File: src/a2ba_pkg.sv
package a2ba_pkg;

    // Widths of the vector components and of the result.
    localparam int IN_W     = 29;
    localparam int MAG_W    = IN_W;
    localparam int ANGLE_W  = 32;
    localparam int QUAD_W   = 2;
    localparam int GM_W     = ANGLE_W - QUAD_W;

    // Default number of fraction bits in the quotient.
    localparam int QUOT_FRAC_BITS_DEF = 24;

    // Polynomial coefficients scaled to binary angle.
    localparam int T_W  = 30;
    localparam int K4_W = 27;
    localparam logic [T_W-1:0]  ATAN_K3 = 30'd664692038;
    localparam logic [K4_W-1:0] ATAN_K4 = 27'd131210355;

    // Sideband that travels with each transaction down the pipeline.
    typedef struct packed {
        logic [QUAD_W-1:0] quad;
        logic              neg;
        logic              zero;
    } side_t;

endpackage

File: src/a2ba_div.sv
module a2ba_div #(
    parameter int FRAC_BITS = a2ba_pkg::QUOT_FRAC_BITS_DEF
) (
    input  logic                          clk,
    input  logic                          rst_n,
    input  logic                          in_valid,
    output logic                          in_ready,
    input  logic [a2ba_pkg::MAG_W-1:0]    num_mag,
    input  logic [a2ba_pkg::MAG_W-1:0]    den_mag,
    input  a2ba_pkg::side_t               in_side,
    output logic                          out_valid,
    input  logic                          out_ready,
    output logic [FRAC_BITS:0]            quot,
    output a2ba_pkg::side_t               out_side
);
    import a2ba_pkg::*;

    localparam int QW    = FRAC_BITS + 1;
    localparam int NSTEP = FRAC_BITS + 1;
    localparam logic [QW-1:0] Q_ONE = {1'b1, {FRAC_BITS{1'b0}}};

    // One restoring step per stage, one quotient bit per step, MSB first.
    logic             v_reg   [NSTEP];
    logic [MAG_W-1:0] rem_reg [NSTEP];
    logic [MAG_W-1:0] dm_reg  [NSTEP];
    logic [QW-1:0]    q_reg   [NSTEP];
    side_t            sd_reg  [NSTEP];
    logic             rdy     [NSTEP+1];

    assign rdy[NSTEP] = out_ready;

    for (genvar j = 0; j < NSTEP; j++)
    begin : g_step
        logic [MAG_W:0]   trial;
        logic [MAG_W:0]   diff;
        logic [MAG_W-1:0] dm_in;
        logic [QW-1:0]    q_in;
        side_t            sd_in;
        logic             v_in;
        logic             ge;
        logic [MAG_W-1:0] rem_next;
        logic [QW-1:0]    q_next;

        // The first step compares the numerator itself; later ones the doubled remainder.
        if (j == 0)
        begin : g_first
            assign trial = {1'b0, num_mag};
            assign dm_in = den_mag;
            assign q_in  = '0;
            assign sd_in = in_side;
            assign v_in  = in_valid;
        end
        else
        begin : g_next
            assign trial = {rem_reg[j-1], 1'b0};
            assign dm_in = dm_reg[j-1];
            assign q_in  = q_reg[j-1];
            assign sd_in = sd_reg[j-1];
            assign v_in  = v_reg[j-1];
        end

        // Trial subtraction; the remainder always stays below the divisor.
        always_comb
        begin
            diff     = trial - {1'b0, dm_in};
            ge       = !diff[MAG_W];
            rem_next = ge ? diff[MAG_W-1:0] : trial[MAG_W-1:0];
            q_next   = {q_in[QW-2:0], ge};
        end

        assign rdy[j] = !v_reg[j] || rdy[j+1];

        always_ff @(posedge clk or negedge rst_n)
        begin
            if (!rst_n)
            begin
                v_reg[j] <= 1'b0;
            end
            else if (rdy[j])
            begin
                v_reg[j] <= v_in;
            end
        end

        always_ff @(posedge clk)
        begin
            if (rdy[j])
            begin
                rem_reg[j] <= rem_next;
                dm_reg[j]  <= dm_in;
                q_reg[j]   <= q_next;
                sd_reg[j]  <= sd_in;
            end
        end
    end

    assign in_ready  = rdy[0];
    assign out_valid = v_reg[NSTEP-1];
    assign quot      = q_reg[NSTEP-1];
    assign out_side  = sd_reg[NSTEP-1];

`ifndef ASSERT_OFF
    // The smaller component over the larger never exceeds one.
    a_quot_bound: assert property (@(posedge clk) disable iff (!rst_n)
        v_reg[NSTEP-1] |-> q_reg[NSTEP-1] <= Q_ONE)
        else $error("quotient exceeds one");
`endif

endmodule

File: config.mk
export PLATFORM = sky130hd
export DESIGN_NAME = a2ba_div
export DESIGN_NICKNAME = d
export VERILOG_FILES = /design/src/a2ba_pkg.sv /design/src/a2ba_div.sv
export SDC_FILE = /design/constraint.sdc
export NUM_CORES = 2
export LEC_CHECK = 0
export ABC_CLOCK_PERIOD_IN_PS = 8600
export BUFFER_PORTS_ARGS = -buffer_cell sky130_fd_sc_hd__buf_4
export CORE_MARGIN = 2
export CORE_UTILIZATION = 45
export DETAILED_ROUTE_END_ITERATION = 8
export GPL_TIMING_DRIVEN = 0
export PLACE_DENSITY_LB_ADDON = 0.1
export SYNTH_ARGS = -nofsm -noshare
export SYNTH_HDL_FRONTEND = slang
export SYNTH_SLANG_ARGS = --single-unit
File: constraint.sdc
create_clock -name clk -period 8.6 [get_ports clk]
set_input_delay 0.86 -clock clk [delete_from_list [all_inputs] [get_ports clk]]
set_output_delay 0.86 -clock clk [all_outputs]
set_load 0.05 [all_outputs]
# After elaboration in Yosys (flattened, before gate mapping)
# Memories as Yosys holds them, arrays and structs flattened.
# Index checks and enable logic that the tools add are counted.
# totals
register_bits	25
ram_bits	2175
inputBits	66
out_inout_bits	31
wordCells	204
mem_count	4
# classes
addsub	25
muxes	75
n_reduce_logical	75
# mem_list
name	depth	word_bits	read_ports	rd_clocked_by_memory_dff	wr	line	source
dm_reg	25	29	24	0	25	a2ba_div.sv:25	logic [MAG_W-1:0] dm_reg [NSTEP];
rem_reg	25	29	24	0	25	a2ba_div.sv:24	logic [MAG_W-1:0] rem_reg [NSTEP];
q_reg	25	25	25	0	25	a2ba_div.sv:26	logic [QW-1:0] q_reg [NSTEP];
sd_reg	25	4	25	0	25	a2ba_div.sv:27	side_t sd_reg [NSTEP];
# ops
cell	count
29-bit two-way mux	25
30-bit by 29-bit subtractor with 30-bit output	24
1-bit logical NOT	50
1-bit two-way mux	50
29-bit by 29-bit subtractor with 30-bit output	1
1-bit logical OR	25

# Longest topological paths before layout
# depth
depth_word	28
mapped_depth	15
mapped_depth_nobuf	14

# Worst setup path before layout
# OpenSTA, ideal clock, no wires.
# synth_timing
path_type	input to register
startpoint	input out_ready
endpoint	memory dm_reg[0][0] (netlist name) (enable)
setup_time_ns	1.154
arrival_time_ns	8.908
t_required_ns	7.446
path_slack_ns	-1.463
path_stages	9
path_buffers	0
cell_sequence	nor2b_1 > nand2_1 > nor2_1 > and3_1 > and3_1 > and2_1 > nand4_1 > nor2_1 > nand4_1
# synth_lines
element	line	source
from (decl)	a2ba_div.sv:12	input logic out_ready,
to (decl)	a2ba_div.sv:25	

==> qor.csv <==
metric,value,unit
HP Class,input pin to register,
core region area,0.2172,mm^2
"Hold Vio Cnt, Final",0,
combinational power share,47.5,%
CP max FO,88,
r2r worst-path depth,13,
Reg2Reg Setup Slack,3.04,ns
RR Startpoint,out_valid$_DFFE_PN0P_,
Initial DRT Pass Iterations,5,
Vias,60551,
capturing point of the worst reg2reg path,rem_reg[0][27]$_DFFE_PP_,
worst vdd ir,261.3,uV
GR Util All Layers,18.23,%
CP startpoint,out_valid$_DFFE_PN0P_,
pre-CTS setup slack,0.8531,ns
Syn. warnings,0,
Synth area leaders,"edfxtp_1 (55%), ha_1 (8.9%), mux2_1 (5.9%), inv_1 (3.4%), xnor2_1 (3.3%)",
Routed WL,203100,um
status,completed,
I/O pins,97,
fin worst setup slack,1.374,ns
Max-Cap Viols,0,
cts repair resizes,0,
Critical Path RT,7.74,ns
clk sinks,1842,
port bufs,96,
sequential cell area,0.05519,mm^2
Setup CP Type,register to output pin,
Area growth syn-to-layout,11.94,%
number of global-route vias before repair,62604,
register area share after synthesis,56.11,%
Psw,0.01744,W
H-tree depth,4,
Multi-input gate area,0.03949,mm^2
main flop type after synthesis,edfxtp_1,
"Distinct cells, synth",90,
crit path capture type,output pin,
Seq pwr share,34.5,%
Clk network pwr share,18.0,%
Layout fillers,18584,
row count,171,
max_slew headroom,8.661,%
Num CTS Buffers,203,
Pwr Total,0.04671,W
CP dominant cell by count,buf_8,
Die Ht,471.5,um
first-pass GRT wire length,324700,um
die area,0.2223,mm^2
FMAX,0.1384,GHz
slowest CP cell,nor2_1,
final clock skew,0.06021,ns
Sw Share,37.34,%
cell taking the most area after synthesis,edfxtp_1,
CTS tree,built,
Cells after Synth,7948,
CP arrival,6.37,ns
pins over their slew limit,0,
CTS max path bufs,3,
Int Pwr,0.02927,W
"top cells by count, synth","edfxtp_1 (1817), inv_1 (896), ha_1 (701)",
RSZ-0062 raised after global routing,false,
final setup violation count,0,
Syn Area/Cell,12.38,um^2
Final period util,84.03,%
drt drc,0,
"EDFF count, synth",1817,
Worst Tran Pin Value,1.360,ns
setup_tns,0,ns
antenna violations before repair,1,
Final nets,9086,
area fraction of the dominant cell type after synthesis,55.47,%
delay of the slowest critical-path stage,0.68,ns
routed len/inst,17.94,um
crit path cell chain,nor2b_2 > nand2_8 > nor2_1 > and3_1 > and3_1 > and2_1 > nand4_1 > nor2_1 > nand4_1 > buf_4 > buf_8 > buf_8 > buf_8 > buf_4,
CTS clock-pin slew for the worst setup and hold paths,0.06,ns
hpwl dp,158000,um
Die Wd,471.5,um
layout cells sized above 1,6.735,%
gpl congestion,0.9081,
clock period minus worst slack,7.226,ns
Synth Net Count,8739,
Starting Density,45.29,%
Async SR Flop Fraction,1.357,%
DR vias/cell,5.350,
Root Buffer,clkbuf_16,
1st-iter DRT viols,3081,
Power Dens Cells,424.2,mW/mm^2
later-pin clock latency in the skew report,0.87,ns
Final ANT Viol Nets,0,
Setup crit end,in_ready,
top-count cell post-synth,edfxtp_1,
Setup crit start kind,register,
leakage power,45.74,nW
Synth Cell Area,0.09836,mm^2
largest net degree at the start of global routing,89,
synthesis-stage register bit count,1842,
grt total ovfl,0,
-- cell families after synthesis --
family	after synthesis	share of synthesized area, %
fa+ha+maj	725	9.405
compound gates	1821	11.92
buf+inv	1000	3.878
flops	1842	56.11
xor+xnor	561	5.003
simple gates	1405	6.838
mux	594	6.852
-- critical path: cells and delay by family (launching register included) --
kind	cells	cell delay (ns)
and+or+nand+nor	9	4.15
buffers and inverters	5	0.90
DFF	1	0.42
-- power groups by stage --
stage | combinational, W | clock (W) | sequential (W)
detailed placement | 0.0222 | 0 | 0.0163
floorplan | 0.0168 | 0 | 0.0157
finish | 0.0222 | 0.00839 | 0.0161
CTS | 0.0224 | 0.00865 | 0.0162
global route | 0.0247 | 0.00900 | 0.0164
global placement | 0.0219 | 0 | 0.0163
-- how the worst min path moves through the flow --
| stage | startpoint | endpoint | slack [ns] | depth (start not counted) |
|---|---|---|---|---|
| after CTS | den_mag[3] | dm_reg[0][3]$_DFFE_PP_ | 0.09 | 1 |
| after floorplan | q_reg[0][75]$_DFFE_PP_ | q_reg[0][101]$_DFFE_PP_ | 0.40 | 0 |
| after global placement | sd_reg[0][19]$_DFFE_PP_ | sd_reg[0][23]$_DFFE_PP_ | 0.40 | 0 |
| final | den_mag[0] | dm_reg[0][0]$_DFFE_PP_ | 0.19 | 1 |
| after detailed placement | q_reg[0][76]$_DFFE_PP_ | q_reg[0][102]$_DFFE_PP_ | 0.40 | 0 |
| after global routing | den_mag[3] | dm_reg[0][3]$_DFFE_PP_ | 0.12 | 1 |
-- layout make-up --
cell class                      count  area share (%)
Antenna cell                        2        0.004545
Multi-Input combinational cell   5106           35.86
Clock buffer                      252           4.809
Timing Repair Buffer              142           1.441
Buffer                            101          0.4000
Clock inverter                    121           1.039
Inverter                          899           3.078
Tap cell                         2854           3.243
Sequential cell                  1842           50.12
-- layer usage --
| metal | up-vias | global-route usage (%) | routed length, um |
|---|---|---|---|
| met5 | - | 0 | 0 |
| met4 | 0 | 8.595 | 9356 |
| met3 | 456 | 2.463 | 6035 |
| met2 | 941 | 35.54 | 110400 |
| met1 | 29160 | 19.04 | 77270 |
| li1 | 29994 | - | - |
-- layout by cell type (no fill, tap or decap), types with 47 or more instances in the layout --
cell type,n
a31oi_1,47
o31ai_1,56
nand2b_1,123
inv_1,889
o21bai_1,59
xnor2_1,372
nand2_1,336
o21ai_1,120
mux2_1,519
o21a_1,140
nor2b_1,90
edfxtp_1,1817
nor3_1,79
nand3_1,106
a211oi_1,49
o21ai_0,243
ha_1,701
xor2_1,188
a21o_1,211
clkinv_1,54
clkbuf_16,204
buf_4,101
a21oi_1,571
clkbuf_1,89
nor2_1,412
-- what timing repair did --
item                       in CTS  in global routing
setup endpoints to repair       0                  1
setup buffers                   0                  5
hold buffers                    1                  0
hold endpoints to repair       25                  0
-- metrics by stage --
step | utilization [%] | instance area (um^2) | instances | hold WS, ns
after floorplan | - | 98380 | 7948 | 0.4003
after global placement | 47.28 | 102700 | 10898 | 0.4006
after detailed placement | 47.70 | 103600 | 10937 | 0.4045
after CTS | 50.67 | 110000 | 11311 | 0.08955
after global routing | 50.70 | 110100 | 11318 | 0.1184
final | 50.70 | 110100 | 11319 | 0.1891
Power figures use the tool's default switching activity.
