==> src/a2ba_pkg.sv <==
package a2ba_pkg;

    // Widths of the vector components and of the result.
    localparam int IN_W     = 29;
    localparam int MAG_W    = IN_W;
    localparam int ANGLE_W  = 32;
    localparam int QUAD_W   = 2;
    localparam int GM_W     = ANGLE_W - QUAD_W;

    // Default number of fraction bits in the quotient.
    localparam int QUOT_FRAC_BITS_DEF = 24;

    // Polynomial coefficients scaled to binary angle.
    localparam int T_W  = 30;
    localparam int K4_W = 27;
    localparam logic [T_W-1:0]  ATAN_K3 = 30'd664692038;
    localparam logic [K4_W-1:0] ATAN_K4 = 27'd131210355;

    // Sideband that travels with each transaction down the pipeline.
    typedef struct packed {
        logic [QUAD_W-1:0] quad;
        logic              neg;
        logic              zero;
    } side_t;

endpackage

==> src/a2ba_poly.sv <==
module a2ba_poly #(
    parameter int FRAC_BITS = a2ba_pkg::QUOT_FRAC_BITS_DEF
) (
    input  logic                            clk,
    input  logic                            rst_n,
    input  logic                            in_valid,
    output logic                            in_ready,
    input  logic [FRAC_BITS:0]              quot,
    input  a2ba_pkg::side_t                 in_side,
    output logic                            out_valid,
    input  logic                            out_ready,
    output logic [a2ba_pkg::ANGLE_W-1:0]    angle,
    output logic                            zero_vector
);
    import a2ba_pkg::*;

    localparam int QW   = FRAC_BITS + 1;
    localparam int SQ_W = 2 * QW;
    localparam int KP_W = K4_W + QW;
    localparam int GP_W = T_W + QW;

    logic v1_reg, v2_reg, v3_reg, v4_reg, v5_reg;
    logic rdy1, rdy2, rdy3, rdy4, rdy5;

    logic [QW-1:0]      q1_reg, q2_reg, q3_reg;
    side_t              sd1_reg, sd2_reg, sd3_reg, sd4_reg;
    logic [SQ_W-1:0]    sq_reg, sq_next;
    logic [QW-1:0]      qsq;
    logic [KP_W-1:0]    kp_reg, kp_next;
    logic [K4_W-1:0]    kp_shr;
    logic [T_W-1:0]     t_reg, t_next;
    logic [GP_W-1:0]    gp_reg, gp_next;
    logic [GM_W-1:0]    gm;
    logic [ANGLE_W-1:0] g_abs, g_sgn;
    logic [ANGLE_W-1:0] angle_reg, angle_next;
    logic               zero_reg;

    // Datapath: square, scale by K4, subtract from K3, multiply by q, apply the sign, add quadrant.
    always_comb
    begin
        sq_next    = SQ_W'(quot) * SQ_W'(quot);
        qsq        = sq_reg[FRAC_BITS +: QW];
        kp_next    = KP_W'(ATAN_K4) * KP_W'(qsq);
        kp_shr     = kp_reg[FRAC_BITS +: K4_W];
        t_next     = ATAN_K3 - T_W'(kp_shr);
        gp_next    = GP_W'(q3_reg) * GP_W'(t_reg);
        gm         = gp_reg[FRAC_BITS +: GM_W];
        g_abs      = ANGLE_W'(gm);
        g_sgn      = sd4_reg.neg ? ANGLE_W'(0) - g_abs : g_abs;
        angle_next = {sd4_reg.quad, {GM_W{1'b0}}} + g_sgn;
    end

    // Each stage advances when it is empty or the next one takes its transaction.
    assign rdy5     = !v5_reg || out_ready;
    assign rdy4     = !v4_reg || rdy5;
    assign rdy3     = !v3_reg || rdy4;
    assign rdy2     = !v2_reg || rdy3;
    assign rdy1     = !v1_reg || rdy2;
    assign in_ready = rdy1;

    always_ff @(posedge clk or negedge rst_n)
    begin
        if (!rst_n)
        begin
            v1_reg <= 1'b0;
            v2_reg <= 1'b0;
            v3_reg <= 1'b0;
            v4_reg <= 1'b0;
            v5_reg <= 1'b0;
        end
        else
        begin
            if (rdy1)
            begin
                v1_reg <= in_valid;
            end
            if (rdy2)
            begin
                v2_reg <= v1_reg;
            end
            if (rdy3)
            begin
                v3_reg <= v2_reg;
            end
            if (rdy4)
            begin
                v4_reg <= v3_reg;
            end
            if (rdy5)
            begin
                v5_reg <= v4_reg;
            end
        end
    end

    always_ff @(posedge clk)
    begin
        if (rdy1)
        begin
            q1_reg  <= quot;
            sd1_reg <= in_side;
            sq_reg  <= sq_next;
        end
        if (rdy2)
        begin
            q2_reg  <= q1_reg;
            sd2_reg <= sd1_reg;
            kp_reg  <= kp_next;
        end
        if (rdy3)
        begin
            q3_reg  <= q2_reg;
            sd3_reg <= sd2_reg;
            t_reg   <= t_next;
        end
        if (rdy4)
        begin
            sd4_reg <= sd3_reg;
            gp_reg  <= gp_next;
        end
        if (rdy5)
        begin
            angle_reg <= angle_next;
            zero_reg  <= sd4_reg.zero;
        end
    end

    assign out_valid   = v5_reg;
    assign angle       = angle_reg;
    assign zero_vector = zero_reg;

`ifndef ASSERT_OFF
    // The correction term never exceeds K4, so t stays between K3 - K4 and K3.
    a_t_range: assert property (@(posedge clk) disable iff (!rst_n)
        v3_reg |-> (t_reg <= ATAN_K3) && (t_reg >= ATAN_K3 - T_W'(ATAN_K4)))
        else $error("polynomial term out of range");
`endif

endmodule

==> config.mk <==
export PLATFORM = sky130hd
export DESIGN_NAME = a2ba_poly
export DESIGN_NICKNAME = d
export VERILOG_FILES = /design/src/a2ba_pkg.sv /design/src/a2ba_poly.sv
export SDC_FILE = /design/constraint.sdc
export NUM_CORES = 2
export LEC_CHECK = 0
export ABC_AREA = 1
export BUFFER_PORTS_ARGS = -buffer_cell sky130_fd_sc_hd__buf_2
export CORE_UTILIZATION = 40
export DETAILED_ROUTE_END_ITERATION = 12
export SETUP_SLACK_MARGIN = 0.15
export SLEW_MARGIN = 15
export SYNTH_ARGS = -nofsm -noshare
export SYNTH_HDL_FRONTEND = slang
export SYNTH_SLANG_ARGS = --single-unit
==> constraint.sdc <==
create_clock -name clk -period 9.6 [get_ports clk]
set_input_delay 1.92 -clock clk [delete_from_list [all_inputs] [get_ports clk]]
set_output_delay 1.92 -clock clk [all_outputs]
set_load 0.05 [all_outputs]
* After elaboration in Yosys (flattened, before gate mapping)
Index checks and enable logic that the tools add are counted.
Word-level totals: input bits 33, flip-flop bits (word level) 313, output and inout bits 35
Operators by class: $mul 3, reduce and logical (&&, ||, !) cells 10, multiplexer cells 1, $add $sub $neg 3
Operators with widths (count):
- $mul 25x30->54 | 1
- $mul 27x25->51 const A | 1
- $mul 25x25->49 | 1
- $add 32x32->32 | 1
- $mux 32 | 1
- $sub 1x30->31 const A | 1
- $sub 30x27->30 const A | 1
- $logic_not 1->1 | 5
- $logic_or 1x1->1 | 5

* Longest topological paths before layout
depth in word-level cells 6, depth in mapped cells 30, gate-level depth less buffers 28

* Worst setup path after synthesis
No wires, ideal clock.
path type input to output, from input port out_ready, to output port in_ready, data arrival time 6.458 ns, data required time 7.680 ns, setup slack 1.222 ns, stages on the path 8, buffers on the path 0, cells stage by stage nor2_1 -> inv_1 -> nor2_1 -> inv_1 -> nor2_1 -> inv_1 -> nor2_1 -> nand2_1
On the way: cells in the longest elaborated chain, start to end 5
Ends and longest elaborated chain:
- start: declaration | line a2ba_poly.sv:11 | input logic out_ready,
- $logic_or 1x1->1 | line a2ba_poly.sv:54 | assign rdy5 = !v5_reg || out_ready;
- named net rdy5 | line a2ba_poly.sv:23 | logic rdy1, rdy2, rdy3, rdy4, rdy5;
- $logic_or 1x1->1 | line a2ba_poly.sv:55 | assign rdy4 = !v4_reg || rdy5;
- named net rdy4 | line a2ba_poly.sv:23
- $logic_or 1x1->1 | line a2ba_poly.sv:56 | assign rdy3 = !v3_reg || rdy4;
- named net rdy3 | line a2ba_poly.sv:23
- $logic_or 1x1->1 | line a2ba_poly.sv:57 | assign rdy2 = !v2_reg || rdy3;
- $logic_or 1x1->1 | line a2ba_poly.sv:58 | assign rdy1 = !v1_reg || rdy2;
- end: declaration | line a2ba_poly.sv:7 | output logic in_ready,
The timed path passes the listed nets, and every way through them passes these cells.

* Worst setup path in the final report
from input port quot[17], to register sq_reg[42], data pin
On the way: cells in the longest elaborated chain, start to end 1
Ends and longest elaborated chain:
- start: declaration | line a2ba_poly.sv:8 | input logic [FRAC_BITS:0] quot,
- $mul 25x25->49 | line a2ba_poly.sv:41 | sq_next = SQ_W'(quot) * SQ_W'(quot);
- named net sq_next[42] | line a2ba_poly.sv:27 | logic [SQ_W-1:0] sq_reg, sq_next;
- end signal: assignment | line a2ba_poly.sv:102 | sq_reg <= sq_next;
- end: declaration | line a2ba_poly.sv:27
The timed path passes the listed nets, and every way through them passes these cells. A chain may end at the register's enable or synchronous reset.

==> run_results.csv <==
group,metric,value,unit
finish,multi_input_area,47400,sq um
timing,clock_skew,30.9,ps
setup_path,worst_ep_required_time,9960,ps
die,die_h,405,microns
cts,cts_tree,"built",
die,fp.dieW,405,microns
setup_path,worstPathMaxFanout,22,
cts,cts_inserted_buffers,31,
yosys,synth-edff-count,236,
yosys,synth_compound_area_share,3.83,%
yosys,yosysUniqueCellTypes,45,
finish,layout_commonest_cell,"inv_1",
finish,largest_reg_flops,32,
yosys,syn_avg_cell_area,8.30,sq um
detailed_routing,route.detailed.drc,0,
status,status,"finished, final reports clean",
global_route,gr-total-overflow,0,
yosys,synthSimpleGateAreaFrac,13.7,%
cts,postCtsSetupBuffers,0,
setup_path,r2r_end,"gp_reg[47]",
detailed_routing,routedWlPerCell,18.0,microns
timing,worstMarginPinSlew,1070,ps
min_path,hold_path.class,"flop to flop",
setup_path,cp-end-kind,"flop",
die,die_area,164000,sq um
yosys,synth_nets,9856,
detailed_routing,drt_first_pass_iters,7,
timing,final-max-slew-violation-count,0,
yosys,synthMuxAreaShare,0,%
timing,slew-limit-headroom,28.7,%
min_path,min_path_cells,0,
global_route,antenna_found_initial,3,
setup_path,path_class,"primary input to flop",
yosys,synthCells,7837,
global_route,grt_pass1_vias,52700,
setup_path,r2r_start,"q3_reg[18]",
yosys,ys_ff_latch,241,
place,port_buffers,67,
setup_path,reg2reg_setup_slack,2160,ps
die,core,161000,sq um
setup_path,startpoint,"quot[17]",
setup_path,reg2regPathDepth,20,
yosys,synth_top_family_by_area,"adder cells",
cts,clk_pin_slew_worst_paths,60,ps
timing,final_hold_viol_count,0,
yosys,ys.flop_type,"edfxtp_1",
finish,most-common-layout-cells,"2521 x inv_1, 1640 x nand2_1, 1344 x fa_1",
timing,rsz0062_at_grt,"no",
detailed_routing,ant_nets,0,
cts,post_cts_resized,0,
setup_path,critPathLaunchType,"primary input",
timing,setup-tns-final,0,ps
detailed_routing,via_per_inst,4.83,
timing,period_needed,7860,ps
finish,fillers,16200,
global_route,grt_first_pass_wirelength,289000,microns
place,place_hpwl,149000,microns
detailed_routing,drt_iter0_drc,2823,
detailed_routing,via_count,48100,
cts,cts.sink_count,241,
timing,timing.final.crit_share,81.9,%
yosys,syn-cell-area,65000,sq um
yosys,synthXorXnorAreaFrac,1.52,%
cts,root_buffer,"clkbuf_16",
finish,nNetsFinal,9802,
place,routabilityCongestion,0.961,
die,io_pins,68,
cts,cts_hold_buf,0,
timing,max_freq,0.127,GHz
cts,worstSkewPairLatency,620,ps
cts,cts_max_path_buffers,3,
die,start_util,40.4,%
global_route,grt_start_max_net_pins,58,
run,cap_viol_max_count,0,
finish,register_area,7210,sq um
global_route,track_usage,22.7,%
yosys,yosysWarnings,0,
yosys,async_reset_ff_share,2.07,%
timing,setup_viol,0,
yosys,synth-adder-area-share,53.7,%
yosys,synth-seq-area-share,11.1,%
setup_path,endpoint,"sq_reg[42]",
cts,cts-htree-levels,1,
die,rows,147,
finish,drive_gt1_share,3.46,%
setup_path,worstPathArrival,8220,ps
detailed_routing,drt-total-wl,180000,microns
finish,syn2layout_area_growth,5.94,%
[cell families (layout without fill, tap and decap cells)]
logic type                 count (synthesis)  after routing
buffers and inverters                   2792           2763
and+or+nand+nor                         2251           2251
adders and majority gates               1986           1986
AOI/OAI and AO/OA                        454            454
DFF                                      241            241
xor gates and xnor gates                 113            113
other                                      0              1
[worst max-delay path: stages]
cell      delay (ps)
buf_2            310
buf_4            420
nand2_1          190
fa_1             530
fa_1             540
inv_1             60
fa_1             530
inv_1             50
fa_1             550
inv_1             80
fa_1             550
fa_1             420
fa_1             440
ha_1             380
nand2_1          160
inv_1             50
a21oi_1          240
a21boi_1         300
o21ai_0          150
nand2_1          100
nand3_1           70
nand2_1           60
nand2_1           40
[cell usage after synthesis (7+ instances only)]
cell / n / area, sq um
nand2_1: 1641 / 6160
o21ai_0: 107 / 536
inv_2: 35 / 131
nor3_1: 32 / 160
a21oi_1: 224 / 1120
edfxtp_1: 236 / 7090
xor2_1: 77 / 674
or2_2: 11 / 68.8
inv_1: 2523 / 9470
fa_1: 1344 / 26900
nand3_1: 134 / 671
a21o_1: 20 / 150
o21a_1: 12 / 90.1
nor2_2: 7 / 43.8
xnor2_1: 36 / 315
ha_1: 642 / 8030
nand4_1: 51 / 319
clkbuf_1: 228 / 856
o21ai_1: 35 / 175
nor2_1: 348 / 1310
o21bai_1: 27 / 203
[metal layers]
layer	up-vias	share of wire (%)	track usage, %
li1	22400	-	-
met1	24100	42	28.8
met2	1360	51	41.2
met3	290	4.8	1.87
met4	0	3.0	6.42
met5	-	0	0
[cell type report]
type | count | area share [%]
antenna | 1 | 0.00363
clock buffer | 35 | 1.15
clock inverter | 23 | 0.463
inverter | 2560 | 13.9
multi-input combinational | 4804 | 68.7
sequential | 241 | 10.5
tap | 2160 | 3.92
timing repair buffer | 145 | 1.34
[per-stage QoR]
step	hold slack, ps	setup slack [ps]	util (%)	cells	cell area [sq um]
2_1_floorplan	400	1220	-	7837	65000
3_3_place_gp	402	1170	42.1	9910	67800
3_5_place_dp	405	1130	42.1	9910	67800
4_1_cts	417	1760	42.8	9968	68900
5_1_grt	422	1390	42.8	9968	68900
6_report	417	1740	42.8	9969	68900
[worst min path at each step]
| stage | startpoint | endpoint | slack [ps] |
|---|---|---|---|
| finish | q2_reg[24] | q3_reg[24] | 420 |
| global route | sd2_reg[1] | sd3_reg[1] | 420 |
| CTS | q2_reg[18] | q3_reg[18] | 420 |
| detailed placement | q1_reg[16] | q2_reg[16] | 400 |
| global placement | q1_reg[4] | q2_reg[4] | 400 |
| floorplan | q1_reg[0] | q2_reg[0] | 400 |
Power is not shown: default switching activity piles up to over one toggle a cycle in this logic, so the estimate is an artifact.
