[src/a2ba_pkg.sv]
package a2ba_pkg;

    // Widths of the vector components and of the result.
    localparam int IN_W     = 29;
    localparam int MAG_W    = IN_W;
    localparam int ANGLE_W  = 32;
    localparam int QUAD_W   = 2;
    localparam int GM_W     = ANGLE_W - QUAD_W;

    // Default number of fraction bits in the quotient.
    localparam int QUOT_FRAC_BITS_DEF = 24;

    // Polynomial coefficients scaled to binary angle.
    localparam int T_W  = 30;
    localparam int K4_W = 27;
    localparam logic [T_W-1:0]  ATAN_K3 = 30'd664692038;
    localparam logic [K4_W-1:0] ATAN_K4 = 27'd131210355;

    // Sideband that travels with each transaction down the pipeline.
    typedef struct packed {
        logic [QUAD_W-1:0] quad;
        logic              neg;
        logic              zero;
    } side_t;

endpackage

[src/a2ba_octant.sv]
module a2ba_octant (
    input  logic                              clk,
    input  logic                              rst_n,
    input  logic                              in_valid,
    output logic                              in_ready,
    input  logic signed [a2ba_pkg::IN_W-1:0]  x_offset,
    input  logic signed [a2ba_pkg::IN_W-1:0]  y_offset,
    output logic                              out_valid,
    input  logic                              out_ready,
    output logic [a2ba_pkg::MAG_W-1:0]        num_mag,
    output logic [a2ba_pkg::MAG_W-1:0]        den_mag,
    output a2ba_pkg::side_t                   side
);
    import a2ba_pkg::*;

    logic [IN_W:0]      xs, ys, u, v, num, den;
    logic               uneg, vneg, swap, zero;
    logic [MAG_W-1:0]   nm_next, dm_next;
    side_t              side_next;
    logic               valid_reg;
    logic [MAG_W-1:0]   nm_reg, dm_reg;
    side_t              side_reg;

    // Sum and difference pick the octant pair; signs of u and v give the quadrant.
    always_comb
    begin
        xs   = {x_offset[IN_W-1], x_offset};
        ys   = {y_offset[IN_W-1], y_offset};
        u    = xs + ys;
        v    = xs - ys;
        uneg = u[IN_W];
        vneg = v[IN_W];
        swap = uneg ^ vneg;
        zero = (x_offset == '0) && (y_offset == '0);
        num  = swap ? (IN_W+1)'(0) - xs : ys;
        den  = swap ? ys : xs;
        nm_next = num[IN_W] ? MAG_W'((IN_W+1)'(0) - num) : num[MAG_W-1:0];
        dm_next = den[IN_W] ? MAG_W'((IN_W+1)'(0) - den) : den[MAG_W-1:0];
        // The zero vector divides 0 by 1, so the quotient and angle come out zero.
        if (zero)
        begin
            dm_next = MAG_W'(1);
        end
        side_next.quad = {uneg, swap};
        side_next.neg  = (num[IN_W] ^ den[IN_W]) && (nm_next != '0);
        side_next.zero = zero;
    end

    assign in_ready = !valid_reg || out_ready;

    always_ff @(posedge clk or negedge rst_n)
    begin
        if (!rst_n)
        begin
            valid_reg <= 1'b0;
        end
        else if (in_ready)
        begin
            valid_reg <= in_valid;
        end
    end

    always_ff @(posedge clk)
    begin
        if (in_ready)
        begin
            nm_reg   <= nm_next;
            dm_reg   <= dm_next;
            side_reg <= side_next;
        end
    end

    assign out_valid = valid_reg;
    assign num_mag   = nm_reg;
    assign den_mag   = dm_reg;
    assign side      = side_reg;

endmodule

[config.mk]
export PLATFORM = sky130hd
export DESIGN_NAME = a2ba_octant
export DESIGN_NICKNAME = d
export VERILOG_FILES = /design/src/a2ba_pkg.sv /design/src/a2ba_octant.sv
export SDC_FILE = /design/constraint.sdc
export NUM_CORES = 1
export LEC_CHECK = 0
export ABC_AREA = 1
export BUFFER_PORTS_ARGS = -buffer_cell sky130_fd_sc_hd__buf_4
export CAP_MARGIN = 10
export CORE_ASPECT_RATIO = 0.9
export CORE_MARGIN = 4
export CORE_UTILIZATION = 35
export DETAILED_ROUTE_END_ITERATION = 8
export PLACE_DENSITY_LB_ADDON = 0.3
export SLEW_MARGIN = 20
export SYNTH_ARGS = -nofsm -noshare
export SYNTH_HDL_FRONTEND = slang
export SYNTH_SLANG_ARGS = --single-unit
[constraint.sdc]
create_clock -name clk -period 2.3 [get_ports clk]
set_input_delay 0.23 -clock clk [delete_from_list [all_inputs] [get_ports clk]]
set_output_delay 0.23 -clock clk [all_outputs]
set_load 0.05 [all_outputs]
[Yosys cells after proc, flatten, opt, wreduce, memory -nomap -nowiden]
Cells that the tools add are included.
W data, S select, Z words.
Operators by class
  add/sub/neg operators: 5
  muxes and demuxes: 4
  bitwise logic cells: 2
  reduce and logical (&&, ||, !) cells: 7
Operators with widths (number)
  $mux W30: 2
  $logic_not A29 Y1: 2
  $mux W29: 2
  $sub A1 B29 Y29 const A: 2
  $add A29 B29 Y30: 1
  $sub A1 B29 Y30 const A: 1
  $sub A29 B29 Y30: 1
  $reduce_bool A29 Y1: 1
  $logic_and A1 B1 Y1: 2
  $xor A1 B1 Y1: 2
  $logic_not A1 Y1: 1
  $logic_or A1 B1 Y1: 1
Word-level totals
  flip-flop bits (word level): 63
  word-level logic and storage cells: 24

[Depth between registers and ports, before layout]
Gate-level depths: netlist of the first run.
  depth after elaboration: 7
  gate-level depth with buffers: 33
  gate-level depth less buffers: 32

[Worst setup path after synthesis of the first run]
Ideal clock, no wire load.
  path kind: input -> register
  start point: in y_offset[28] (netlist name)
  end point: reg dm_reg[20], in the netlist den_mag[20], data pin
  arrival time: 3.165 ns
  slack: -1.119 ns
  stages: 28
  path through: inv_1 > ha_1 > buf_6 > nor2_4 > nand2_1 > nor3_2 > nand2_1 > nor2_1 > nand2_1 > nand2_1 > nand2_1 > nand2_1 > nand2_2 > nand2_4 > buf_4 > nand2_1 > o21ai_1 > ha_1 > nand3_1 > nor2_1 > nand2_1 > nor2_2 > nand2_2 > nor2_4 > inv_2 > o21ai_2 > xor2_1 > inv_1
On the way
  word-level cells in the longest chain between the ends: 5
Ends and longest elaborated chain
  start: declaration: RTL line a2ba_octant.sv:7  | input logic signed [a2ba_pkg::IN_W-1:0] y_offset,
  $add A29 B29 Y30 / $sub A29 B29 Y30 (equally long branches): RTL line a2ba_octant.sv:29, a2ba_octant.sv:30
  $xor A1 B1 Y1: RTL line a2ba_octant.sv:33  | swap = uneg ^ vneg;
  $mux W30: RTL line a2ba_octant.sv:36  | den = swap ? ys : xs;
  $sub A1 B29 Y29: RTL line a2ba_octant.sv:38  | dm_next = den[IN_W] ? MAG_W'((IN_W+1)'(0) - den) : den[MAG_W-1:0];
  $mux W29: RTL line a2ba_octant.sv:38
  end signal: assignment: RTL line a2ba_octant.sv:68  | dm_reg <= dm_next;
  end: declaration: RTL line a2ba_octant.sv:21  | logic [MAG_W-1:0] nm_reg, dm_reg;
Several ways; a longest one is shown, not always the timed one.
A chain may end at the register's enable or synchronous reset.

[Final worst setup path of the first run]
  start point: in y_offset[24] (netlist name)
  end point: reg dm_reg[26], in the netlist den_mag[26], data pin
Same word-level chain as after synthesis.

==> results of run 1 <==
-- through the flow --
step           area (µm²)  worst slack, ns  cells
6_report            13710           -1.047   1862
4_1_cts             12600          -0.8699   1832
3_3_place_gp        10970           -1.589   1775
5_1_grt             13710           -1.187   1862
3_5_place_dp        10970           -1.523   1775
2_1_floorplan        7532          -0.9687   1095
-- placed cells by master (no fill, tap or decap), types with 8 or more instances in the layout --
cell type and instances:
sky130_fd_sc_hd__edfxtp_1 62, sky130_fd_sc_hd__ha_1 33, sky130_fd_sc_hd__inv_1 136, sky130_fd_sc_hd__o21ai_1 18, sky130_fd_sc_hd__buf_6 68, sky130_fd_sc_hd__ha_4 24
sky130_fd_sc_hd__a21oi_2 9, sky130_fd_sc_hd__o21ai_4 19, sky130_fd_sc_hd__buf_4 432, sky130_fd_sc_hd__nand2_1 245, sky130_fd_sc_hd__inv_4 9, sky130_fd_sc_hd__clkbuf_16 11
sky130_fd_sc_hd__nand3_2 23, sky130_fd_sc_hd__inv_2 35, sky130_fd_sc_hd__nand3_1 35, sky130_fd_sc_hd__a21oi_1 14, sky130_fd_sc_hd__o21ai_0 10, sky130_fd_sc_hd__xor2_1 39
sky130_fd_sc_hd__o21ai_2 18, sky130_fd_sc_hd__nand2_4 38, sky130_fd_sc_hd__nor2_1 68, sky130_fd_sc_hd__nand3_4 8, sky130_fd_sc_hd__nand2_2 98, sky130_fd_sc_hd__nand2_8 13
sky130_fd_sc_hd__nor2_4 27, sky130_fd_sc_hd__nand4_1 20, sky130_fd_sc_hd__nor2_2 19
-- how the worst max path moves through the flow --
stage	from	end	slack (ns)	depth (start not counted)
after CTS	x_offset[27]	den_mag[26]	-0.87	26
after detailed placement	y_offset[23]	side[1]	-1.52	28
after global routing	y_offset[14]	side[1]	-1.19	32
after floorplan	y_offset[28]	den_mag[20]	-0.97	28
after global placement	y_offset[24]	side[1]	-1.59	30
final	y_offset[24]	den_mag[26]	-1.05	29
-- power by group --
group	leakage (nW)	internal, mW	switching, mW
clock network	0.158	1.00	0.490
registers	0.627	1.72	0.0878
logic	6.02	3.04	4.26
total	6.81	5.76	4.84
-- worst max-delay path: cells and delay by family --
kind | cells | cell delay [ns]
AO/OA/AOI/OAI | 2 | 0.17
buffers and inverters | 6 | 0.57
XOR/XNOR | 1 | 0.17
adder cells (fa/ha/maj) | 2 | 0.48
AND/OR/NAND/NOR | 18 | 1.79
-- timing repair --
action	4_1_cts	5_1_grt
pin swaps	80	103
resized for setup	226	238
setup endpoints to repair	59	59
hold buffers	1	0
buffers inserted	36	34
gates cloned	6	2
hold endpoints to repair	1	0
-- metal layers --
| metal | GRT usage | share of wire |
|---|---|---|
| met1 | 0.3361 | 0.45 |
| met2 | 0.3861 | 0.46 |
| met3 | 0.02800 | 0.058 |
| met4 | 0.06598 | 0.029 |
| met5 | 0 | 0 |
-- cell families (layout without fill, tap and decap cells) --
group | after synthesis | after routing
fa+ha+maj | 59 | 59
compound gates | 103 | 103
xor+xnor | 49 | 49
buf+inv | 206 | 713
simple gates | 615 | 620
flops | 63 | 63
-- cell type report --
| type | count | area (µm²) | area share |
|---|---|---|---|
| inverters | 185 | 748.2 | 0.05456 |
| clock buffers | 11 | 252.7 | 0.01843 |
| repair buffers | 511 | 4214 | 0.3073 |
| repair inverters | 1 | 6.256 | 0.0004562 |
| multi-input cells | 831 | 6207 | 0.4526 |
| clock inverters | 5 | 80.08 | 0.005839 |
| well taps | 255 | 319.1 | 0.02326 |
| flip-flops and latches | 63 | 1887 | 0.1376 |
==> qor.txt, run 1 <==
=====================================================================================
Y dimension of the die                                                       143.6 µm
Via density                                                                     4.863
Clock tree from TritonCTS                                                         yes
Post-Syn Area per Cell                                                      6.528 µm²
Mapped Cells                                                                     1095
Count of routing violations after the opening detailed-route iteration            532
Distinct cell type count of the synthesized netlist                                44
Kind of capture point of the worst setup path                                register
Routability congestion estimate                                                0.9407
Cell area after technology mapping                                       0.007148 mm²
Share of flip-flops with an asynchronous set or reset                         0.01587
Count of flip-flops with a built-in enable after synthesis                         62
Horiz. Die Dim                                                               158.6 µm
Endpoint required time on the critical path                                   2.37 ns
CTS clock-pin slew for the worst setup and hold paths                         0.05 ns
Most used DFF post-synth                                                 sky130_fd_sc_hd__edfxtp_1
Worst-case setup margin in the final layout                                 -1.047 ns
CTS root buffer                                                          sky130_fd_sc_hd__clkbuf_16
Share of the clock period used by the worst path after layout                   1.455
Clock buffer depth                                                                  2
IR drop worst, VDD                                                          0.4309 mV
Share of cells above drive strength 1                                          0.5538
Vias                                                                             9054
Main combinational cell family by area after synthesis                   simple AND/OR/NAND/NOR gates
Core area                                                                 0.02005 mm²
Fraction of synthesized cell area in xor and xnor cells                       0.06004
Worst-case hold path end point                                              out_valid
Maximum clock frequency                                                     298.8 MHz
Global-route wire length before repair                                       42500 µm
H-tree depth reported by CTS                                                        3
Slowest cell on the critical path                                        sky130_fd_sc_hd__ha_4
Routed len/inst                                                              15.65 µm
Final Max Tran Viols                                                                0
Violations in the final reports                                          negative setup slack
Critical path start-end classification                                   primary input to register
Period minus WS final                                                        3.347 ns
Count of antenna diodes in the layout                                               0
Clock latency at the later pin of the worst-skew pair                         0.33 ns
Final number of hold-violating endpoints                                            0
Number of nets produced by synthesis                                             1216
Static leakage power                                                         6.808 nW
Number of remaining DRC errors                                                      0
Worst-path maximum fanout                                                           6
Seq/Total Area, Yosys                                                          0.2640
Count leader, synth                                                      sky130_fd_sc_hd__nand2_1
Area fraction of the dominant cell type after synthesis                        0.2605
R2r setup slk                                                                 0.81 ns
Class of the most critical hold timing path                              primary input to register
Area Growth Syn to Fin                                                         91.86%
Initial antenna violation count                                                     0
Share of synthesized cell area in and, or, nand and nor gates                  0.3653
Max-capacitance violation count                                                     0
Cts bufs inserted                                                                   9
Vias in the first global route                                                   8272
Setup_tns                                                                   -37.47 ns
Congestion Overflow GR                                                              0
Final HPWL DP                                                                21840 µm
Hold Path Stages                                                                    3
Residual antenna-violating net count after detailed routing                         0
Ys Warns                                                                            0
Min-delay src                                                                in_valid
Maximum number of pins on one net before global-route repair                       28
Setup repair after global routing missed its margin                              true
Fin util                                                                       0.6841
Cell taking the most area after synthesis                                sky130_fd_sc_hd__edfxtp_1
Starting utilization of the core area                                          0.3565
Longest individual stage delay on the worst path                              0.29 ns
Global router's overall resource usage                                         0.2384
I/O Buffers                                                                       125
Reg2Reg Depth                                                                       2
Multiplexer share of the synthesized area                                           0
Overall routed net length                                                    29150 µm
WP data arrival                                                               3.42 ns
Total power of the final layout                                              10.61 mW
Num ports                                                                         126
Final worst hold slack                                                     0.09387 ns
Clock Skews                                                               0.005544 ns
Start of the worst register-to-register path                                out_valid
Number of clock sinks                                                              63
Critical path startpoint category                                        primary input
Net total in the final layout                                                    1723
Placement Rows                                                                     49
# fillers                                                                        1569
P per Cell Area                                                          773.3 mW/mm²
Tightest slew margin relative to the limit                                     0.5688
Total setup violations reported at the end of the flow                             58
Synth Area in Adders                                                           0.1033
Top cells by area in the synthesized netlist                             sky130_fd_sc_hd__edfxtp_1 (26%), sky130_fd_sc_hd__nand2_1 (20%), sky130_fd_sc_hd__ha_1 (10%)
Floorplan die area                                                        0.02278 mm²
Most frequent cells after synthesis                                      sky130_fd_sc_hd__nand2_1 (374), sky130_fd_sc_hd__inv_1 (179), sky130_fd_sc_hd__nor2_1 (108)
Compound-Gate Fraction of Synth Area                                          0.08454
Result of the run                                                        finished with violations
Endpoint of the worst-slack reg-to-reg timing path                        num_mag[21]
First-pass iteration count of the detailed router                                   5
Slew @ Worst Pin                                                            0.6446 ns
Flop and latch count out of synthesis                                              63
=====================================================================================
(Power assumes the default switching activity.)
==> run 2, diff against run 1 <==
--- a/config.mk
+++ b/config.mk
@@ -13,6 +13,7 @@
 export CORE_UTILIZATION = 35
 export DETAILED_ROUTE_END_ITERATION = 8
 export PLACE_DENSITY_LB_ADDON = 0.3
+export SETUP_SLACK_MARGIN = 0.5
 export SLEW_MARGIN = 20
 export SYNTH_ARGS = -nofsm -noshare
 export SYNTH_HDL_FRONTEND = slang
==> run 2 against run 1 <==
  * The flow still finishes with violations (negative setup slack)
  * Register-to-register slack improved by 0.13 ns
  * Worst setup slack got worse by 0.0092 ns
  * Cell area fell by 1.6%
  * Clock-buffer cell count rose by 1
  * Critical path type unchanged
  * Total power fell by 1.1%
  * Clock power fell by 9%
  * Final cell count fell by 0.27%
==> qor.txt, run 2 (synthesis gave the netlist of run 1 again) <==
=====================================================================================
Fin util                                                                       0.6734   -0.01067
Congestion Overflow GR                                                              0   unchanged
Cts bufs inserted                                                                   9   unchanged
Total setup violations reported at the end of the flow                             57   -1.7%
Clock latency at the later pin of the worst-skew pair                         0.33 ns   about the same
Setup WS pre-CTS                                                            -1.490 ns   +0.03312 ns
Maximum number of pins on one net before global-route repair                       34   +21%
Clock power frac                                                                0.129   -0.012
Final cell area excluding filler cells                                    0.01350 mm²   -1.6%
Met1 layer usage reported by global route                                      0.3362   about the same
Core area                                                                 0.02005 mm²   unchanged
Proportion of power drawn by flip-flops and latches                             0.173   +0.002
Fraction of power spent switching nets                                         0.4585   +0.002040
IR drop worst, VDD                                                          0.4357 mV   +1.1%
Num ports                                                                         126   unchanged
Most frequent standard cell in the layout excluding fill and tap cells   sky130_fd_sc_hd__buf_4
Y dimension of the die                                                       143.6 µm   unchanged
Via density                                                                     4.846   -0.34%
Residual antenna-violating net count after detailed routing                         0   unchanged
Area after detailed placement                                             0.01092 mm²   -0.47%
Horiz. Die Dim                                                               158.6 µm   unchanged
Setup_tns                                                                   -38.31 ns   -0.8396 ns
Floorplan die area                                                        0.02278 mm²   unchanged
Global-route wire length before repair                                       43750 µm   +2.9%
Final HPWL DP                                                                21750 µm   -0.40%
Total power of the final layout                                              10.49 mW   -1.1%
Global router's overall resource usage                                         0.2440   +0.005596
Commonest cells after routing, fill and taps aside                       sky130_fd_sc_hd__buf_4 (430), sky130_fd_sc_hd__nand2_1 (268), sky130_fd_sc_hd__inv_1 (133)
P per Cell Area                                                          777.1 mW/mm²   +0.49%
Overall routed net length                                                    29440 µm   +1.0%
Routed len/inst                                                              15.85 µm   +1.3%
Tightest slew margin relative to the limit                                     0.6063   +0.03751
Final cell count without fillers                                                 1857   -0.27%
Endpoint required time on the critical path                                   2.38 ns   about the same
Starting utilization of the core area                                          0.3565   unchanged
Number of clock sinks                                                              63   unchanged
Met2 demand-to-capacity share in global routing                                0.4025   +0.01643
Placement Rows                                                                     49   unchanged
Vias in the first global route                                                   8572   +3.6%
Number of remaining DRC errors                                                      0   unchanged
CTS root buffer                                                          sky130_fd_sc_hd__clkbuf_16
Max-capacitance violation count                                                     0   unchanged
Cell-internal power                                                          5.681 mW   -1.4%
Share of the clock period used by the worst path after layout                   1.459   +0.003996
Setup repair after global routing missed its margin                              true
Routability congestion estimate                                                0.9433   +0.28%
CTS clock-pin slew for the worst setup and hold paths                         0.05 ns   about the same
Final Max Tran Viols                                                                0   unchanged
Clock buffer depth                                                                  2   unchanged
Critical path startpoint category                                        primary input
I/O Buffers                                                                       125   unchanged
H-tree depth reported by CTS                                                        3   unchanged
Initial antenna violation count                                                     0   unchanged
Vias                                                                             8999   -0.61%
Slew @ Worst Pin                                                            0.5844 ns   -0.06016 ns
Net total in the final layout                                                    1718   -0.29%
Met3 demand-to-capacity share in global routing                               0.03101   +0.003011
Worst-path maximum fanout                                                           7   +1
Count of routing violations after the opening detailed-route iteration            548   +3.0%
Final number of hold-violating endpoints                                            0   unchanged
Clock tree from TritonCTS                                                         yes
Static leakage power                                                         6.697 nW   -1.6%
Violations in the final reports                                          negative setup slack
Combinational power share                                                       0.698   +0.010
Maximum clock frequency                                                     298.0 MHz   -0.27%
Result of the run                                                        finished with violations
Period minus WS final                                                        3.356 ns   +0.009190 ns
Final worst hold slack                                                     0.08692 ns   -0.006953 ns
Share of cells above drive strength 1                                          0.5375   -0.01637
Area Growth Syn to Fin                                                         88.87%
Clock Skews                                                               0.005959 ns   +0.0004145 ns
Count of antenna diodes in the layout                                               0   unchanged
Inst Count DP                                                                    1759   -0.90%
Critical path start-end classification                                   primary input to register
Net switching power                                                          4.810 mW   -0.63%
First-pass iteration count of the detailed router                                   5   unchanged
GR peak layer                                                                    met2
Kind of capture point of the worst setup path                                register
Class of the most critical hold timing path                              primary input to register
Worst-case setup margin in the final layout                                 -1.056 ns   -0.009190 ns
WP data arrival                                                               3.44 ns   +0.02 ns
=====================================================================================
run 2: power groups by stage:
stage               Clock, mW  Sequential (mW)  Combinational (mW)
floorplan                   0             3.00                2.19
global route             1.42             1.85                7.79
global placement            0             1.84                5.59
CTS                      1.37             1.82                6.74
finish                   1.35             1.81                7.33
detailed placement          0             1.84                5.66
run 2: final timing paths:
path | start | endpoint | slack (ns) | cells after the start
worst max-delay path | x_offset[26] | den_mag[20] | -1.06 | 26
worst min-delay path | in_valid | out_valid | 0.09 | 3
worst max register to register | out_valid | den_mag[8] | 0.94 | 2
worst min register to register | out_valid | num_mag[19] | 0.93 | 1
max in group asynchronous | rst_n | out_valid | 2.01 | 2
min in group asynchronous | rst_n | out_valid | 0.21 | 2
run 2: what timing repair did:
item / 4_1_cts / 5_1_grt
endpoints found under the setup margin: 61 / 61
hold buffers: 1 / 0
pin swaps: 101 / 81
resized for setup: 288 / 127
gates cloned: 8 / 0
setup buffers: 47 / 26
endpoints found under the hold margin: 1 / 0
run 2: layer usage:
layer | vias to the layer above | part of all wire
li1 | 4476 | -
met1 | 4144 | 0.45
met2 | 327 | 0.47
met3 | 52 | 0.052
met4 | 0 | 0.027
met5 | - | 0
run 2: worst max-delay path, cell delays in order:
cell and delay, ns:
sky130_fd_sc_hd__buf_4 0.14, sky130_fd_sc_hd__ha_4 0.25, sky130_fd_sc_hd__buf_4 0.15, sky130_fd_sc_hd__nor3_4 0.21, sky130_fd_sc_hd__nand2_1 0.10, sky130_fd_sc_hd__nor2_1 0.13, sky130_fd_sc_hd__nand2_2 0.10, sky130_fd_sc_hd__nand2_2 0.09
sky130_fd_sc_hd__nand2_2 0.06, sky130_fd_sc_hd__nand2_4 0.14, sky130_fd_sc_hd__nand2_8 0.09, sky130_fd_sc_hd__nand2_8 0.13, sky130_fd_sc_hd__buf_8 0.15, sky130_fd_sc_hd__buf_6 0.10, sky130_fd_sc_hd__o21ai_4 0.06, sky130_fd_sc_hd__nor2_1 0.11
sky130_fd_sc_hd__nand2_1 0.11, sky130_fd_sc_hd__nor2_4 0.16, sky130_fd_sc_hd__nand2_2 0.11, sky130_fd_sc_hd__nor2_4 0.14, sky130_fd_sc_hd__nand2_2 0.09, sky130_fd_sc_hd__nor2_4 0.17, sky130_fd_sc_hd__inv_2 0.06, sky130_fd_sc_hd__o21ai_2 0.12
sky130_fd_sc_hd__xor2_1 0.17, sky130_fd_sc_hd__inv_1 0.05
run 2: area by class of cell:
type,instances,area [µm²]
clock inverter,4,47.55
inverter,185,748.2
timing repair buffer,508,4242
tap,255,319.1
sequential,63,1887
clock buffer,12,246.5
multi-input combinational,830,6011
fill,1628,6548
==> run 3, diff against run 2 <==
--- a/config.mk
+++ b/config.mk
@@ -10,7 +10,7 @@
 export CAP_MARGIN = 10
 export CORE_ASPECT_RATIO = 0.9
 export CORE_MARGIN = 4
-export CORE_UTILIZATION = 35
+export CORE_UTILIZATION = 54
 export DETAILED_ROUTE_END_ITERATION = 8
 export PLACE_DENSITY_LB_ADDON = 0.3
 export SETUP_SLACK_MARGIN = 0.5
@@ -18,3 +18,4 @@
 export SYNTH_ARGS = -nofsm -noshare
 export SYNTH_HDL_FRONTEND = slang
 export SYNTH_SLANG_ARGS = --single-unit
+export TNS_END_PERCENT = 5
==> constraint.sdc (replaced) <==
create_clock -name clk -period 2.3 [get_ports clk]
set_input_delay 0.345 -clock clk [delete_from_list [all_inputs] [get_ports clk]]
set_output_delay 0.345 -clock clk [all_outputs]
set_load 0.05 [all_outputs]
==> run 3 against run 2 <==
  * Synthesized area unchanged
  * Synthesized cell count did not move
  * The flow now stops in 5_1_grt
==> qor.txt, run 3 <==
===========================================================================
Area fraction of the dominant cell type after synthesis              0.2605   unchanged
Most used DFF post-synth                                       sky130_fd_sc_hd__edfxtp_1
Cell area after technology mapping                             0.007148 mm²   unchanged
Congestion Overflow GR                                                  586
Global router's overall resource usage                               0.8792
Top cells by area in the synthesized netlist                   sky130_fd_sc_hd__edfxtp_1 (26%), sky130_fd_sc_hd__nand2_1 (20%), sky130_fd_sc_hd__ha_1 (10%)
Placement Rows                                                           39   -20%
Last stage                                                          5_1_grt
I/O Buffers                                                             125   unchanged
H-tree depth reported by CTS                                              3   unchanged
Ys Warns                                                                  0   unchanged
Share of flip-flops with an asynchronous set or reset               0.01587   unchanged
Mapped Cells                                                           1095   unchanged
Starting utilization of the core area                                0.5570   +0.2004
Seq/Total Area, Yosys                                                0.2640   unchanged
Result of the run                                              stopped before the end
Count of flip-flops with a built-in enable after synthesis               62   unchanged
Number of clock sinks                                                    63   unchanged
Routability congestion estimate                                      0.9771   +3.6%
CTS root buffer                                                sky130_fd_sc_hd__clkbuf_16
Most frequent cells after synthesis                            sky130_fd_sc_hd__nand2_1 (374), sky130_fd_sc_hd__inv_1 (179), sky130_fd_sc_hd__nor2_1 (108)
First error line in the log                                    [ERROR GRT-0232] Routing congestion too high. Check the congestion heatmap in the GUI.
Distinct cell type count of the synthesized netlist                      44   unchanged
Worst endpoint kind after the last repair                      register input
Number of nets produced by synthesis                                   1216   unchanged
Endpoint with the least setup slack after the last repair      side[1]$_DFFE_PP_/D
Num ports                                                               126   unchanged
Cell taking the most area after synthesis                      sky130_fd_sc_hd__edfxtp_1
Inst Count DP                                                          1661   -5.6%
Clock buffer depth                                                        2   unchanged
Final HPWL DP                                                      22820 µm   +4.9%
Count leader, synth                                            sky130_fd_sc_hd__nand2_1
Maximum number of pins on one net before global-route repair             38
Flop and latch count out of synthesis                                    63   unchanged
Cts bufs inserted                                                         9   unchanged
Y dimension of the die                                             117.2 µm   -18%
Horiz. Die Dim                                                     129.3 µm   -19%
Post-Syn Area per Cell                                            6.528 µm²   unchanged
===========================================================================
-- run 3: cell counts after synthesis --
Identical to the previous run, type by type.
-- run 3: cells by family after synthesis --
group                    after synthesis  share of synthesized area
AO/OA/AOI/OAI                        103                    0.08455
flip-flops                            63                     0.2640
adder cells (fa/ha/maj)               59                     0.1033
XOR/XNOR                              49                    0.06004
AND/OR/NAND/NOR                      615                     0.3653
buffers and inverters                206                     0.1229
-- run 3: routing by layer --
metal | global-route usage | overflow
met4 | 1.015 | 170
met5 | 0.3170 | 1
met2 | 1.104 | 405
met1 | 0.7979 | 2
met3 | 0.7046 | 8
-- run 3: repair_timing --
| item | CTS |
|---|---|
| gates cloned | 3 |
| hold endpoints to repair | 1 |
| buffers inserted | 19 |
| pin swaps | 42 |
| endpoints found under the setup margin | 62 |
| resized for setup | 115 |
| hold buffers | 1 |
-- run 3: per-stage QoR --
step	hold WS (ns)	setup WS (ns)	TNS, ns	cell area (µm²)	util
2_1_floorplan	0.04941	-1.084	-70.84	7277	-
3_3_place_gp	0.1202	-1.524	-64.21	10510	0.8187
3_5_place_dp	0.1225	-1.629	-73.52	10510	0.8187
4_1_cts	0.1990	-1.049	-40.02	11480	0.8945
==> run 4, diff against run 3 <==
--- a/config.mk
+++ b/config.mk
@@ -8,12 +8,10 @@
 export ABC_AREA = 1
 export BUFFER_PORTS_ARGS = -buffer_cell sky130_fd_sc_hd__buf_4
 export CAP_MARGIN = 10
-export CORE_ASPECT_RATIO = 0.9
 export CORE_MARGIN = 4
-export CORE_UTILIZATION = 54
+export CORE_UTILIZATION = 39
 export DETAILED_ROUTE_END_ITERATION = 8
-export PLACE_DENSITY_LB_ADDON = 0.3
-export SETUP_SLACK_MARGIN = 0.5
+export PLACE_DENSITY_LB_ADDON = 0.15
 export SLEW_MARGIN = 20
 export SYNTH_ARGS = -nofsm -noshare
 export SYNTH_HDL_FRONTEND = slang
==> run 4 against run 3 <==
  * The flow now finishes, with violations (negative setup slack)
==> qor.txt, run 4 (synthesis gave the netlist of run 1 again) <==
=====================================================================================
Global router's overall resource usage                                         0.2431
Via density                                                                     4.701
IR drop worst, VDD                                                          0.8455 mV
Worst-case setup margin in the final layout                                 -1.099 ns
Core area                                                                 0.01802 mm²
Share of cells above drive strength 1                                          0.4577
Net total in the final layout                                                    1689
Clock power frac                                                                0.137
Longest individual stage delay on the worst path                              0.21 ns
Cts bufs inserted                                                                   9   unchanged
Area used by sequential logic in the layout                              0.001887 mm²
Number of remaining DRC errors                                                      0
Most frequent standard cell in the layout excluding fill and tap cells   sky130_fd_sc_hd__buf_4
H-tree depth reported by CTS                                                        3   unchanged
Final number of hold-violating endpoints                                            0
Crit path buf inv count                                                             5
Area Growth Syn to Fin                                                         73.20%
Setup WS pre-CTS                                                            -1.817 ns   -0.1877 ns
Congestion Overflow GR                                                              0
Routability congestion estimate                                                0.9222   -5.6%
Global-route wire length before repair                                       39490 µm
Vias                                                                             8471
Result of the run                                                        finished with violations
WP data arrival                                                               3.48 ns
Worst-path maximum fanout                                                           5
R2r setup slk                                                                 0.96 ns
Setup repair after global routing missed its margin                              true
Proportion of power drawn by flip-flops and latches                             0.188
Vias in the first global route                                                   7807
Initial antenna violation count                                                     0
Y dimension of the die                                                       143.4 µm   +22%
Cell family with the largest share of critical-path delay                simple AND/OR/NAND/NOR gates
Critical path start-end classification                                   primary input to register
Violations in the final reports                                          negative setup slack
Total setup violations reported at the end of the flow                             59
Number of clock sinks                                                              63   unchanged
P per Cell Area                                                          776.0 mW/mm²
Count of antenna diodes in the layout                                               0
Final worst hold slack                                                      0.1998 ns
Clock latency at the later pin of the worst-skew pair                         0.32 ns
Slowest cell on the critical path                                        sky130_fd_sc_hd__ha_4
Slew @ Worst Pin                                                            0.6318 ns
CTS clock-pin slew for the worst setup and hold paths                         0.06 ns
Count of routing violations after the opening detailed-route iteration            532
Residual antenna-violating net count after detailed routing                         0
I/O Buffers                                                                       125   unchanged
Maximum clock frequency                                                     294.2 MHz
Net switching power                                                          4.324 mW
Worst path most repeated cell                                            sky130_fd_sc_hd__nand2_2
First-pass iteration count of the detailed router                                   5
Kind of capture point of the worst setup path                                register
Overall routed net length                                                    26090 µm
Commonest cells after routing, fill and taps aside                       sky130_fd_sc_hd__buf_4 (449), sky130_fd_sc_hd__nand2_1 (297), sky130_fd_sc_hd__inv_1 (164)
Tightest slew margin relative to the limit                                     0.5743
Static leakage power                                                         6.353 nW
Critical path startpoint category                                        primary input
Maximum number of pins on one net before global-route repair                       25
Period minus WS final                                                        3.399 ns
Floorplan die area                                                        0.02056 mm²
Final HPWL DP                                                                21060 µm   -7.7%
Class of the most critical hold timing path                              primary input to register
Clock Skews                                                               0.004095 ns
Clock tree from TritonCTS                                                         yes
Max-capacitance violation count                                                     0
Routed len/inst                                                              14.48 µm
Multi-input combinational cell area                                      0.005314 mm²
Placement Rows                                                                     49   +26%
CTS root buffer                                                          sky130_fd_sc_hd__clkbuf_16
Fraction of power spent switching nets                                         0.4500
Horiz. Die Dim                                                               143.4 µm   +11%
Cell-internal power                                                          5.284 mW
Share of the clock period used by the worst path after layout                   1.478
Starting utilization of the core area                                          0.3966   -0.1604
Clock buffer depth                                                                  2   unchanged
Combinational power share                                                       0.675
# fillers                                                                        1588
Final Max Tran Viols                                                                0
Endpoint required time on the critical path                                   2.38 ns
Num ports                                                                         126   unchanged
=====================================================================================
## run 4: routing by layer
layer,vias up,share of wire,GRT usage
li1,4402,-,-
met5,-,0,0
met1,3811,0.45,0.3443
met3,21,0.062,0.02596
met2,237,0.47,0.3987
met4,0,0.015,0.05996
## run 4: final cells by class
type	count	share of cell area
well taps	229	0.02314
inverters	185	0.05872
multi-input cells	828	0.4292
repair buffers	481	0.3131
flip-flops and latches	63	0.1524
clock buffers	10	0.01849
clock inverters	6	0.004952
## run 4: path summary, 6_finish.rpt
kind,end,cells past startpoint,from
max,side[1],29,y_offset[21]
min,out_valid,3,in_valid
max reg2reg,den_mag[17],2,out_valid
min reg2reg,den_mag[23],1,out_valid
max in group asynchronous,out_valid,2,rst_n
min in group asynchronous,out_valid,2,rst_n
## run 4: power groups by stage
stage / Clock (mW) / Sequential (mW) / Combinational (mW)
after floorplan: 0 / 3.01 / 2.00
after global placement: 0 / 1.83 / 5.49
after detailed placement: 0 / 1.83 / 5.54
after CTS: 1.34 / 1.81 / 5.95
after global routing: 1.39 / 1.83 / 6.96
final: 1.32 / 1.80 / 6.49
## run 4: timing repair
| item | 4_1_cts | 5_1_grt |
|---|---|---|
| hold buffers | 1 | 0 |
| endpoints found under the hold margin | 1 | 0 |
| endpoints found under the setup margin | 61 | 61 |
| setup buffers | 20 | 13 |
| pin swaps | 62 | 79 |
| resized for setup | 129 | 134 |
| gates cloned | 2 | 4 |
## run 4: per-stage QoR
step	area, µm²	utilization	TNS [ns]	power, mW	cells
finish	12380	0.6869	-44.63	9.607	1802
global route	12380	0.6869	-56.90	10.18	1802
CTS	11700	0.6491	-41.95	9.097	1785
detailed placement	10760	0.5971	-76.64	7.372	1746
global placement	10760	0.5971	-73.76	7.319	1746
floorplan	7277	-	-70.84	5.003	1095
## run 4: worst reg2reg max path: stages, from the launching register on
cell                      delay [ns]
sky130_fd_sc_hd__dfrtp_1        0.38
sky130_fd_sc_hd__nand2_2        0.34
sky130_fd_sc_hd__buf_4          0.31
